===== config.mk =====
export PLATFORM = sky130hd
export DESIGN_NAME = display_mode_table_selector
export DESIGN_NICKNAME = d
export VERILOG_FILES = /design/src/rtl/dmts_pkg.sv /design/src/rtl/dmts_ram.sv /design/src/rtl/display_mode_table_selector.sv
export VERILOG_INCLUDE_DIRS = /design/src /design/src/rtl
export SDC_FILE = /design/constraint.sdc
export NUM_CORES = 1
export LEC_CHECK = 0
export BUFFER_PORTS_ARGS = -buffer_cell sky130_fd_sc_hd__buf_2
export CAP_MARGIN = 25
export CORE_ASPECT_RATIO = 2
export CORE_MARGIN = 2
export CORE_UTILIZATION = 41
export CTS_CLUSTER_SIZE = 24
export DETAILED_ROUTE_END_ITERATION = 16
export GPL_ROUTABILITY_DRIVEN = 0
export PLACE_DENSITY_LB_ADDON = 0.05
export SLEW_MARGIN = 20
export SYNTH_ARGS = -nofsm -noshare
export SYNTH_HDL_FRONTEND = slang
export SYNTH_SLANG_ARGS = --single-unit

===== constraint.sdc =====
create_clock -name i_clk -period 9 [get_ports i_clk]
set_input_delay 0.9 -clock i_clk [delete_from_list [all_inputs] [get_ports i_clk]]
set_output_delay 0.9 -clock i_clk [all_outputs]
set_load 0.05 [all_outputs]

===== src/rtl/assert_macros.svh =====
// assertion helpers used by display_mode_table_selector
// expects i_clk and i_rst_n in the scope of the module that uses them
`ifndef ASSERT_MACROS_SVH
`define ASSERT_MACROS_SVH

// checked on every rising clock edge outside reset
`define ASSERT_CLKD(label, prop, msg) \
    label: assert property (@(posedge i_clk) disable iff (!i_rst_n) prop) \
        else $error(msg);

// checked on every rising clock edge, reset included
`define ASSERT_ALWAYS(label, prop, msg) \
    label: assert property (@(posedge i_clk) prop) \
        else $error(msg);

`endif


===== src/rtl/dmts_pkg.sv =====
// shared types, codes and field layout for the display mode table selector
// no dependencies
`default_nettype none

package dmts_pkg;

    localparam int DefTableDepth = 16;

    // field widths
    localparam int ActionW = 2;
    localparam int ResW    = 16;
    localparam int RateW   = 10;
    localparam int IdentW  = 8;
    localparam int SceneW  = 16;
    localparam int StatusW = 3;

    // input tdata layout, lowest bit first
    localparam int InWidthLo  = 0;
    localparam int InHeightLo = InWidthLo + ResW;
    localparam int InRateLo   = InHeightLo + ResW;
    localparam int InIdentLo  = InRateLo + RateW;
    localparam int InSceneLo  = InIdentLo + IdentW;
    localparam int InUsedW    = InSceneLo + SceneW;
    localparam int InDataW    = ((InUsedW + 7) / 8) * 8;

    // output tdata layout, lowest bit first
    localparam int OutUsedW = StatusW + IdentW + RateW;
    localparam int OutDataW = ((OutUsedW + 7) / 8) * 8;

    // actions
    localparam logic [ActionW-1:0] ACT_ADD      = 2'd0;
    localparam logic [ActionW-1:0] ACT_SET_RATE = 2'd1;
    localparam logic [ActionW-1:0] ACT_SET_RES  = 2'd2;
    localparam logic [ActionW-1:0] ACT_GET      = 2'd3;

    // status codes
    localparam logic [StatusW-1:0] ST_OK               = 3'd0;
    localparam logic [StatusW-1:0] ST_RATE_UNSUPPORTED = 3'd1;
    localparam logic [StatusW-1:0] ST_SWITCH_REJECTED  = 3'd2;
    localparam logic [StatusW-1:0] ST_NO_MATCH         = 3'd3;
    localparam logic [StatusW-1:0] ST_MODE_EXISTS      = 3'd4;
    localparam logic [StatusW-1:0] ST_TABLE_FULL       = 3'd5;
    localparam logic [StatusW-1:0] ST_ACTIVE_UNKNOWN   = 3'd6;

    // one table row as stored in the mode memory
    typedef struct packed {
        logic [IdentW-1:0] ident;
        logic [RateW-1:0]  rate;
        logic [ResW-1:0]   height;
        logic [ResW-1:0]   width;
    } t_entry;

    localparam int EntryW = $bits(t_entry);

endpackage

`default_nettype wire


===== src/rtl/dmts_ram.sv =====
// generic single-port-write, single-port-read ram with registered read data
// no dependencies
`default_nettype none

module dmts_ram #(
    parameter int WIDTH = 8,
    parameter int DEPTH = 16,
    parameter int AW    = (DEPTH > 1) ? $clog2(DEPTH) : 1
) (
    input  wire logic             i_clk,
    input  wire logic             i_wr_en,
    input  wire logic [AW-1:0]    i_wr_addr,
    input  wire logic [WIDTH-1:0] i_wr_data,
    input  wire logic             i_rd_en,
    input  wire logic [AW-1:0]    i_rd_addr,
    output logic      [WIDTH-1:0] o_rd_data
);

    logic [WIDTH-1:0] r_mem [DEPTH];

    always_ff @(posedge i_clk) begin
        if (i_wr_en) begin
            r_mem[i_wr_addr] <= i_wr_data;
        end
        if (i_rd_en) begin
            o_rd_data <= r_mem[i_rd_addr];
        end
    end

endmodule

`default_nettype wire


===== src/rtl/display_mode_table_selector.sv =====
// Display mode table selector. Each word is handled alone, one at a time: the
// mode memory is swept once (add, get) or, for a set that passes its checks,
// twice, one row per cycle with registered read data. The sweep over the
// single-read-port mode memory sets how long a word takes. A finished
// result waits in the output register while the next word is taken in. Writing
// the start mode register reloads the active mode; do so only while idle.
// Depends on dmts_pkg, dmts_ram and assert_macros.svh.
`default_nettype none
`include "assert_macros.svh"

module display_mode_table_selector
    import dmts_pkg::*;
#(
    parameter int TABLE_DEPTH = DefTableDepth
) (
    input  wire logic                i_clk,
    input  wire logic                i_rst_n,
    // start mode register
    input  wire logic                i_cfg_wr_en,
    input  wire logic [IdentW-1:0]   i_cfg_wr_data,
    // request stream
    input  wire logic                s_axis_tvalid,
    output logic                     s_axis_tready,
    // width[15:0], height[31:16], rate[41:32], mode_id[49:42], scene_id[65:50]
    input  wire logic [InDataW-1:0]  s_axis_tdata,
    // action[1:0]
    input  wire logic [ActionW-1:0]  s_axis_tuser,
    // result stream
    output logic                     m_axis_tvalid,
    input  wire logic                m_axis_tready,
    // status[2:0], found_mode[10:3], active_rate[20:11]
    output logic [OutDataW-1:0]      m_axis_tdata
);

    localparam int AW = (TABLE_DEPTH > 1) ? $clog2(TABLE_DEPTH) : 1;
    localparam int CW = $clog2(TABLE_DEPTH + 1);
    localparam logic [CW-1:0] DEPTH_C = CW'(TABLE_DEPTH);

    localparam logic [1:0] S_IDLE  = 2'd0;
    localparam logic [1:0] S_SCAN1 = 2'd1;
    localparam logic [1:0] S_SCAN2 = 2'd2;
    localparam logic [1:0] S_DONE  = 2'd3;

    // control
    logic [1:0]           r_state, n_state;
    logic [CW-1:0]        r_count, n_count;
    logic [CW-1:0]        r_rd_idx, n_rd_idx;
    logic                 r_pend, n_pend;
    logic                 r_hit, n_hit;
    logic                 r_rate_seen, n_rate_seen;
    logic                 r_match, n_match;
    logic [IdentW-1:0]    r_active, n_active;
    logic                 r_m_valid, n_m_valid;

    // payload
    logic [ActionW-1:0]   r_action, n_action;
    logic [ResW-1:0]      r_w, n_w;
    logic [ResW-1:0]      r_h, n_h;
    logic [RateW-1:0]     r_rate, n_rate;
    logic [IdentW-1:0]    r_key, n_key;
    logic                 r_neg, n_neg;
    logic [ResW-1:0]      r_cur_w, n_cur_w;
    logic [ResW-1:0]      r_cur_h, n_cur_h;
    logic [RateW-1:0]     r_cur_rate, n_cur_rate;
    logic [IdentW-1:0]    r_found, n_found;
    logic [StatusW-1:0]   r_status, n_status;
    logic [RateW-1:0]     r_arate, n_arate;
    logic [OutDataW-1:0]  r_m_data, n_m_data;

    logic                 in_fire;
    logic                 rd_en;
    logic                 sweep_end;
    logic                 wr_en;
    t_entry               wr_entry;
    t_entry               rd_entry;
    logic [EntryW-1:0]    rd_bits;

    assign s_axis_tready = (r_state == S_IDLE);
    assign in_fire       = s_axis_tvalid && s_axis_tready;
    assign rd_en         = ((r_state == S_SCAN1) || (r_state == S_SCAN2)) && (r_rd_idx < r_count);
    assign sweep_end     = !rd_en && !r_pend;
    assign rd_entry      = t_entry'(rd_bits);

    assign wr_en = (r_state == S_SCAN1) && sweep_end && (r_action == ACT_ADD)
                   && !r_hit && (r_count < DEPTH_C);
    assign wr_entry = '{ident: r_key, rate: r_rate, height: r_h, width: r_w};

    dmts_ram #(
        .WIDTH (EntryW),
        .DEPTH (TABLE_DEPTH),
        .AW    (AW)
    ) u_mode_ram (
        .i_clk     (i_clk),
        .i_wr_en   (wr_en),
        .i_wr_addr (r_count[AW-1:0]),
        .i_wr_data (wr_entry),
        .i_rd_en   (rd_en),
        .i_rd_addr (r_rd_idx[AW-1:0]),
        .o_rd_data (rd_bits)
    );

    always_comb begin
        n_state     = r_state;
        n_count     = r_count;
        n_rd_idx    = r_rd_idx;
        n_pend      = rd_en;
        n_hit       = r_hit;
        n_rate_seen = r_rate_seen;
        n_match     = r_match;
        n_active    = r_active;
        n_m_valid   = r_m_valid;
        n_action    = r_action;
        n_w         = r_w;
        n_h         = r_h;
        n_rate      = r_rate;
        n_key       = r_key;
        n_neg       = r_neg;
        n_cur_w     = r_cur_w;
        n_cur_h     = r_cur_h;
        n_cur_rate  = r_cur_rate;
        n_found     = r_found;
        n_status    = r_status;
        n_arate     = r_arate;
        n_m_data    = r_m_data;

        if (rd_en) begin
            n_rd_idx = r_rd_idx + CW'(1);
        end

        if (m_axis_tvalid && m_axis_tready) begin
            n_m_valid = 1'b0;
        end

        case (r_state)
            S_IDLE: begin
                if (in_fire) begin
                    n_action    = s_axis_tuser;
                    n_w         = s_axis_tdata[InWidthLo +: ResW];
                    n_h         = s_axis_tdata[InHeightLo +: ResW];
                    n_rate      = s_axis_tdata[InRateLo +: RateW];
                    n_neg       = s_axis_tdata[InSceneLo + SceneW - 1];
                    n_key       = (s_axis_tuser == ACT_ADD)
                                  ? s_axis_tdata[InIdentLo +: IdentW] : r_active;
                    n_rd_idx    = '0;
                    n_hit       = 1'b0;
                    n_rate_seen = 1'b0;
                    n_match     = 1'b0;
                    n_found     = '0;
                    n_arate     = '0;
                    n_status    = ST_OK;
                    n_state     = S_SCAN1;
                end
            end
            S_SCAN1: begin
                if (r_pend) begin
                    // first row with the key wins
                    if (!r_hit && (rd_entry.ident == r_key)) begin
                        n_hit      = 1'b1;
                        n_cur_w    = rd_entry.width;
                        n_cur_h    = rd_entry.height;
                        n_cur_rate = rd_entry.rate;
                    end
                    if (rd_entry.rate == r_rate) begin
                        n_rate_seen = 1'b1;
                    end
                end
                if (sweep_end) begin
                    n_state = S_DONE;
                    case (r_action)
                        ACT_ADD: begin
                            if (r_hit) begin
                                n_status = ST_MODE_EXISTS;
                            end else if (r_count >= DEPTH_C) begin
                                n_status = ST_TABLE_FULL;
                            end else begin
                                n_count = r_count + CW'(1);
                            end
                        end
                        ACT_GET: begin
                            if (r_hit) begin
                                n_arate = r_cur_rate;
                            end else begin
                                n_status = ST_ACTIVE_UNKNOWN;
                            end
                        end
                        default: begin
                            if ((r_action == ACT_SET_RATE) && !r_rate_seen) begin
                                n_status = ST_RATE_UNSUPPORTED;
                            end else if (!r_hit) begin
                                n_status = ST_ACTIVE_UNKNOWN;
                            end else if ((r_rate == r_cur_rate) || r_neg) begin
                                n_status = ST_SWITCH_REJECTED;
                            end else begin
                                // set-rate keeps the active resolution
                                if (r_action == ACT_SET_RATE) begin
                                    n_w = r_cur_w;
                                    n_h = r_cur_h;
                                end
                                n_rd_idx = '0;
                                n_state  = S_SCAN2;
                            end
                        end
                    endcase
                end
            end
            S_SCAN2: begin
                if (r_pend && !r_match && (rd_entry.rate == r_rate)
                        && (rd_entry.width == r_w) && (rd_entry.height == r_h)) begin
                    n_match = 1'b1;
                    n_found = rd_entry.ident;
                end
                if (sweep_end) begin
                    if (r_match) begin
                        n_active = r_found;
                    end else begin
                        n_status = ST_NO_MATCH;
                    end
                    n_state = S_DONE;
                end
            end
            S_DONE: begin
                if (!m_axis_tvalid || m_axis_tready) begin
                    n_m_valid = 1'b1;
                    n_m_data  = OutDataW'({r_arate, r_found, r_status});
                    n_state   = S_IDLE;
                end
            end
            default: begin
                n_state = S_IDLE;
            end
        endcase

        if (i_cfg_wr_en) begin
            n_active = i_cfg_wr_data;
        end
    end

    always_ff @(posedge i_clk) begin
        if (!i_rst_n) begin
            r_state     <= S_IDLE;
            r_count     <= '0;
            r_rd_idx    <= '0;
            r_pend      <= 1'b0;
            r_hit       <= 1'b0;
            r_rate_seen <= 1'b0;
            r_match     <= 1'b0;
            r_active    <= '0;
            r_m_valid   <= 1'b0;
        end else begin
            r_state     <= n_state;
            r_count     <= n_count;
            r_rd_idx    <= n_rd_idx;
            r_pend      <= n_pend;
            r_hit       <= n_hit;
            r_rate_seen <= n_rate_seen;
            r_match     <= n_match;
            r_active    <= n_active;
            r_m_valid   <= n_m_valid;
        end
    end

    always_ff @(posedge i_clk) begin
        r_action   <= n_action;
        r_w        <= n_w;
        r_h        <= n_h;
        r_rate     <= n_rate;
        r_key      <= n_key;
        r_neg      <= n_neg;
        r_cur_w    <= n_cur_w;
        r_cur_h    <= n_cur_h;
        r_cur_rate <= n_cur_rate;
        r_found    <= n_found;
        r_status   <= n_status;
        r_arate    <= n_arate;
        r_m_data   <= n_m_data;
    end

    assign m_axis_tvalid = r_m_valid;
    assign m_axis_tdata  = r_m_data;

    `ASSERT_CLKD(a_count_bound, r_count <= DEPTH_C, "table count beyond depth")
    `ASSERT_CLKD(a_read_in_range, rd_en |-> (r_rd_idx < r_count),
        "mode memory read past the filled rows")
    `ASSERT_CLKD(a_count_only_on_add,
        ($past(i_rst_n) && (r_count != $past(r_count)))
            |-> $past(wr_en) && (r_count == $past(r_count) + CW'(1)),
        "table count moved without an add")
    `ASSERT_CLKD(a_result_from_done,
        ($past(i_rst_n) && $rose(m_axis_tvalid)) |-> $past(r_state == S_DONE),
        "result word raised outside the done step")

endmodule

`default_nettype wire


Yosys cells after proc, flatten, opt, wreduce, memory -nomap -nowiden

Memories as Yosys holds them, arrays and structs flattened. A register that Yosys moved wholly into a read port is not among the register bits.
Cells that the tools add are included.

Bitwise logic cells: 2
Add/subtract/negate cells: 2
Multiplexer cells: 72
Equal/unequal tests: 28
Reductions and logical operators: 45
Magnitude comparators: 3

Operators with widths:

| cell                  | number |
|---|---|
| $mux W16              | 14 |
| $pmux W16 S2          | 2 |
| $mux W8               | 7 |
| $mux W10              | 4 |
| $mux W5               | 7 |
| $eq A16 B16 Y1        | 2 |
| $mux W3               | 10 |
| $eq A10 B10 Y1        | 2 |
| $pmux W10 S2          | 1 |
| $ne A2 B2 Y1 const B  | 9 |
| $pmux W8 S2           | 1 |
| $reduce_and A8 Y1     | 2 |
| $mux W1               | 15 |
| $logic_and A1 B1 Y1   | 14 |
| $ne A2 B1 Y1 const B  | 6 |
| $reduce_and A4 Y1     | 3 |
| $add A5 B1 Y5 const B | 2 |
| $pmux W5 S2           | 1 |
| $reduce_and A5 Y1     | 2 |
| $reduce_bool A2 Y1    | 5 |
| $pmux W3 S3           | 1 |
| $reduce_and A3 Y1     | 3 |
| $eq A8 B8 Y1          | 1 |
| $mux W2               | 4 |
| other kinds (18)      | 34 |

Input port bits: 87
Register bits: 162
Logic and storage cells: 175
Memory bits (writable): 800
Memories: 1
Output and inout port bits: 26

Memories:

| name             | words | bits a word | rd ports | clocked after memory_dff | write ports | RTL line       | RTL |
|---|---|---|---|---|---|---|---|
| u_mode_ram.r_mem | 16    | 50          | 1        | 1                        | 1           | dmts_ram.sv:19 | `logic [WIDTH-1:0] r_mem [DEPTH];` |

Longest topological paths before layout

Depth in word-level cells: 11
Mapped depth: 9

Hierarchy

From an unflattened synthesis, not the netlist that was laid out.

Cell total of the unflattened synthesis: 1772
Area total of the unflattened synthesis: 38396.8 um^2

Modules (own cells, without submodules):

| module                      | cells each | area an instance (um^2) | times used |
|---|---|---|---|
| dmts_ram                    | 1294       | 31411.4                 | 1 |
| display_mode_table_selector | 478        | 6985.4                  | 1 |

Worst setup path before layout

No wires, ideal clock.

Path type: reg-to-reg
From: register r_count[3]
To: memory u_mode_ram.r_mem[3][0] (netlist bit), enable pin
Data required time: 8.481 ns
Buffers on the path: 2
Arrival time: 5.173 ns
Library setup time: 0.519 ns
Cell stages (with the launch flop): 10
Clock period less this slack: 5.692 ns
Setup slack: 3.308 ns
Cell sequence: dfxtp_1 clkbuf_1 inv_1 ha_1 and2_1 nor2b_1 a21o_1 buf_2 nand3_1 nor3_1

Word-level cells in the longest chain between the ends: 10
Elaborated cells between the ends (all ways): 11
Those cells by class: 2 x order compare; 2 x mux; 7 x reduce/logical

RTL lines:

| item                              | RTL line                           | RTL |
|---|---|---|
| start, declared                   | display_mode_table_selector.sv:46  | `logic [CW-1:0] r_count, n_count;` |
| start signal, assigned            | display_mode_table_selector.sv:251 | `r_count <= n_count;` |
| $lt A5 B5 Y1                      | display_mode_table_selector.sv:80  | `assign rd_en = ((r_state == S_SCAN1) \|\| (r_state == S_SCAN2)) && (r_rd_idx < r_count);` |
| $logic_and A1 B1 Y1               | display_mode_table_selector.sv:80  |  |
| $logic_not A1 Y1                  | display_mode_table_selector.sv:81  | `assign sweep_end = !rd_en && !r_pend;` |
| $logic_and A1 B1 Y1               | display_mode_table_selector.sv:81  |  |
| $logic_and A1 B1 Y1 (2 in series) | display_mode_table_selector.sv:84  | `assign wr_en = (r_state == S_SCAN1) && sweep_end && (r_action == ACT_ADD)` |
| $logic_and A1 B1 Y1 (2 in series) | display_mode_table_selector.sv:85  | `&& !r_hit && (r_count < DEPTH_C);` |
| $mux W1                           | dmts_ram.sv:22                     | `if (i_wr_en) begin` |
| $mux W1 (not written as such)     | dmts_ram.sv:23                     | `r_mem[i_wr_addr] <= i_wr_data;` |
| end, declared                     | dmts_ram.sv:19                     |  |

Several ways; a longest one is shown, not always the timed one.

Final worst setup path

From: register r_count[3]
To: memory u_mode_ram.r_mem[11][40] (netlist bit), enable pin

Same word-level chain as after synthesis.

==> results.py <==
metrics = {
    "sta": {
        "fin_setup_tns_ns": 0,
        "setup_viol": 0,
        "fmax_ghz": 0.232,
        "tightest_slew_ns": 1.06,
        "skew_ns": 0.0175,
        "rsz0062_at_grt": "no",
        "slew_violations": 0,
        "fin_crit_sh_pct": 48.0,
        "hold_viol": 0,
        "slew_headroom_pct": 28.8,
        "period_needed_ns": 4.32,
    },
    "yosys": {
        "synth_enable_flop_cells": 987,
        "postSynthCellCount": 1668,
        "yosysWarnings": 0,
        "synth_cell_types": 48,
        "syn_area_mm2": 0.0386,
        "ys_ff_latch": 1012,
        "ys.flop_type": "edfxtp_1",
        "synth_seq_area_share_pct": 78.0,
        "synthArstFlopShare_pct": 0,
        "syn_area_per_cell_um2": 23.2,
    },
    "global_routing": {
        "use_met2_pct": 35.7,
        "grt_overflow": 0,
        "grtUsageMet3_pct": 3.02,
        "grt_max_degree": 92,
        "grt.busiest_layer": "met2",
        "grt_antenna_before_repair": 1,
        "track_usage_pct": 19.6,
        "grt_pass1_wl_um": 135000,
        "use_met1_pct": 24.2,
        "grt_pass1_vias": 18867,
    },
    "min_path": {
        "holdPathStages": 1,
        "hold_path_class": "in -> reg",
        "min_to": "r_rate[9]",
        "hp-start": "s_axis_tdata[41]",
    },
    "placement": {
        "port_buffers": 88,
        "place_hpwl_um": 48300,
    },
    "cts": {
        "cts_sinks": 1012,
        "cts_setup_buffers": 0,
        "clock_latency_ns": 0.68,
        "cts_max_level": 3,
        "clockRootBuffer": "clkbuf_16",
        "clock_path_buffers": 3,
        "tritoncts": "yes",
        "clk_pin_slew_ns": 0.07,
        "cts_resized": 0,
        "cts_buffers": 90,
        "hold_buffers": 0,
    },
    "power_and_ir_drop": {
        "powerDensity_mw_per_mm2": 256,
        "p_total_w": 0.0112,
        "peakVddDrop_mv": 0.222,
        "leakagePower_nw": 13.3,
    },
    "die": {
        "rows": 159,
        "die_area_mm2": 0.0969,
        "start_util_pct": 41.2,
        "io_pins": 113,
        "die-height_um": 438,
        "die_width_um": 221,
        "core_area_mm2": 0.0937,
    },
    "detailed_routing": {
        "wl_per_cell_um": 30.0,
        "route.detailed.drc": 0,
        "dr.first_iter.drc_count": 1391,
        "firstDrtPassIters": 8,
        "avgViaCountPerCell": 5.58,
        "num_vias": 17295,
        "ant_nets": 0,
        "totalWireLength_um": 93000,
    },
    "final_layout": {
        "utilization_pct": 46.5,
        "n_fill_cell": 7731,
        "layout-drive-gt1-share_pct": 30.6,
        "syn_to_final_growth_pct": 12.8,
        "nets": 1922,
    },
    "critical_path": {
        "start_kind": "register",
        "rr_startpoint": "r_count[3]",
        "r2r-end": "u_mode_ram.r_mem[11][40]",
        "arrival_ns": 4.62,
        "worst_ep_required_time_ns": 9.31,
        "r2r_cells": 9,
        "path_class": "reg -> reg",
        "end_kind": "register",
        "crit_fanout": 27,
        "rrSetupSlack_ns": 4.68,
    },
    "status": {
        "status": "finished clean",
    },
    "flow_run": {
        "drv_cap": 0,
    },
}
## cells by family after synthesis
family,Yosys count,synth area share (%)
mux,302,16.0
flops,1012,78.0
simple gates,130,1.75
buf+inv,88,1.28
xor+xnor,62,1.41
other cells,1,0.00970
fa+ha+maj,16,0.518
compound gates,57,1.00
## per-stage QoR
stage          area (µm²)  cells  setup WS, ns  hold slack (ns)
2_1_floorplan       38700   1670          3.31            0.400
3_3_place_gp        40600   2931          4.62            0.401
3_5_place_dp        40700   2933          4.65            0.406
4_1_cts             43600   3095          4.60            0.332
5_1_grt             43600   3097          4.43            0.355
6_report            43600   3097          4.68            0.397
## cells in the final DEF (no fill, tap or decap), types with 8 or more instances in the layout
cell,instances
mux2i_1,11
clkinv_1,21
o211ai_1,8
bufinv_16,8
clkbuf_16,94
inv_1,13
mux4_2,250
and2_1,20
nand3_1,12
nand2b_1,11
buf_2,88
clkinv_2,18
nand2_1,24
nand4_1,14
a21oi_1,13
buf_4,39
o21ai_0,12
mux2_2,41
nor2_1,12
clkbuf_1,13
xnor2_1,59
ha_1,15
dfxtp_1,22
edfxtp_1,987
nor2_4,12
## synth_stat cells (2+ instances only)
master / count / area share (%)
a211o_1: 2 / 0.045
a211oi_1: 4 / 0.078
a21o_1: 2 / 0.039
a21oi_1: 14 / 0.18
a31oi_1: 2 / 0.032
and2_1: 20 / 0.32
and3_1: 3 / 0.049
buf_1: 9 / 0.087
buf_2: 8 / 0.10
buf_4: 3 / 0.058
buf_6: 19 / 0.55
clkbuf_1: 35 / 0.34
dfxtp_1: 25 / 1.3
edfxtp_1: 987 / 77
ha_1: 16 / 0.52
inv_1: 13 / 0.13
mux2_2: 41 / 1.2
mux2i_1: 11 / 0.28
mux4_2: 250 / 15
nand2_1: 24 / 0.23
nand2b_1: 11 / 0.18
nand3_1: 12 / 0.16
nand4_1: 14 / 0.23
nor2_1: 24 / 0.23
nor2b_1: 8 / 0.13
nor3_1: 7 / 0.091
nor4_1: 4 / 0.065
o211ai_1: 8 / 0.16
o21ai_0: 12 / 0.16
o31ai_1: 2 / 0.039
xnor2_1: 59 / 1.3
xor2_1: 3 / 0.068
## how the worst max path moves through the flow
stage,startpoint,to,cells after the start
global placement,r_rd_idx[1],u_mode_ram.r_mem[9][30],7
finish,r_count[3],u_mode_ram.r_mem[11][40],9
global route,r_count[3],u_mode_ram.r_mem[11][40],9
floorplan,r_count[3],u_mode_ram.r_mem[3][0],9
CTS,r_count[3],u_mode_ram.r_mem[11][40],9
detailed placement,r_count[3],u_mode_ram.r_mem[11][40],9
## report_power, final
part           internal (W)  total (W)  switching [W]
clock               0.00213    0.00384        0.00171
sequential          0.00585    0.00627       0.000423
combinational      0.000414    0.00104       0.000629
total               0.00839     0.0112        0.00276
## routing by layer
metal / vias to the layer above / part of all wire, %
met1: 9530 / 40
met2: 397 / 55
met3: 96 / 3.7
li1: 7272 / -
met4: 0 / 2.0
met5: - / 0
## flip-flops by register name, summed over array words and instances, names as in the netlist, 16 cells and up
name	count
r_cur_w	16
u_mode_ram.r_mem	800
r_w	16
m_axis_tdata	21
r_h	16
r_cur_h	16
u_mode_ram.o_rd_data	50
## worst max-delay path, cell delays in order, from the launching register on
cell     delay (ns)
dfxtp_1        0.59
inv_1          0.14
ha_1           0.30
and2_1         0.22
nor2b_1        0.20
a21o_1         0.38
nand3_1        0.46
nor2_4         0.60
buf_4          0.41
buf_4          0.60
## cell type report
cell class / instances / area [µm²] / area share [%]
diodes: 1 / 2.50 / 0.00574
clock buffers: 107 / 2400 / 5.51
clock inverters: 55 / 482 / 1.11
inverters: 14 / 55.1 / 0.126
multi-input cells: 570 / 8160 / 18.7
flip-flops and latches: 1012 / 30200 / 69.2
well taps: 1207 / 1510 / 3.46
repair buffers: 131 / 828 / 1.90
(Power assumes the default switching activity.)
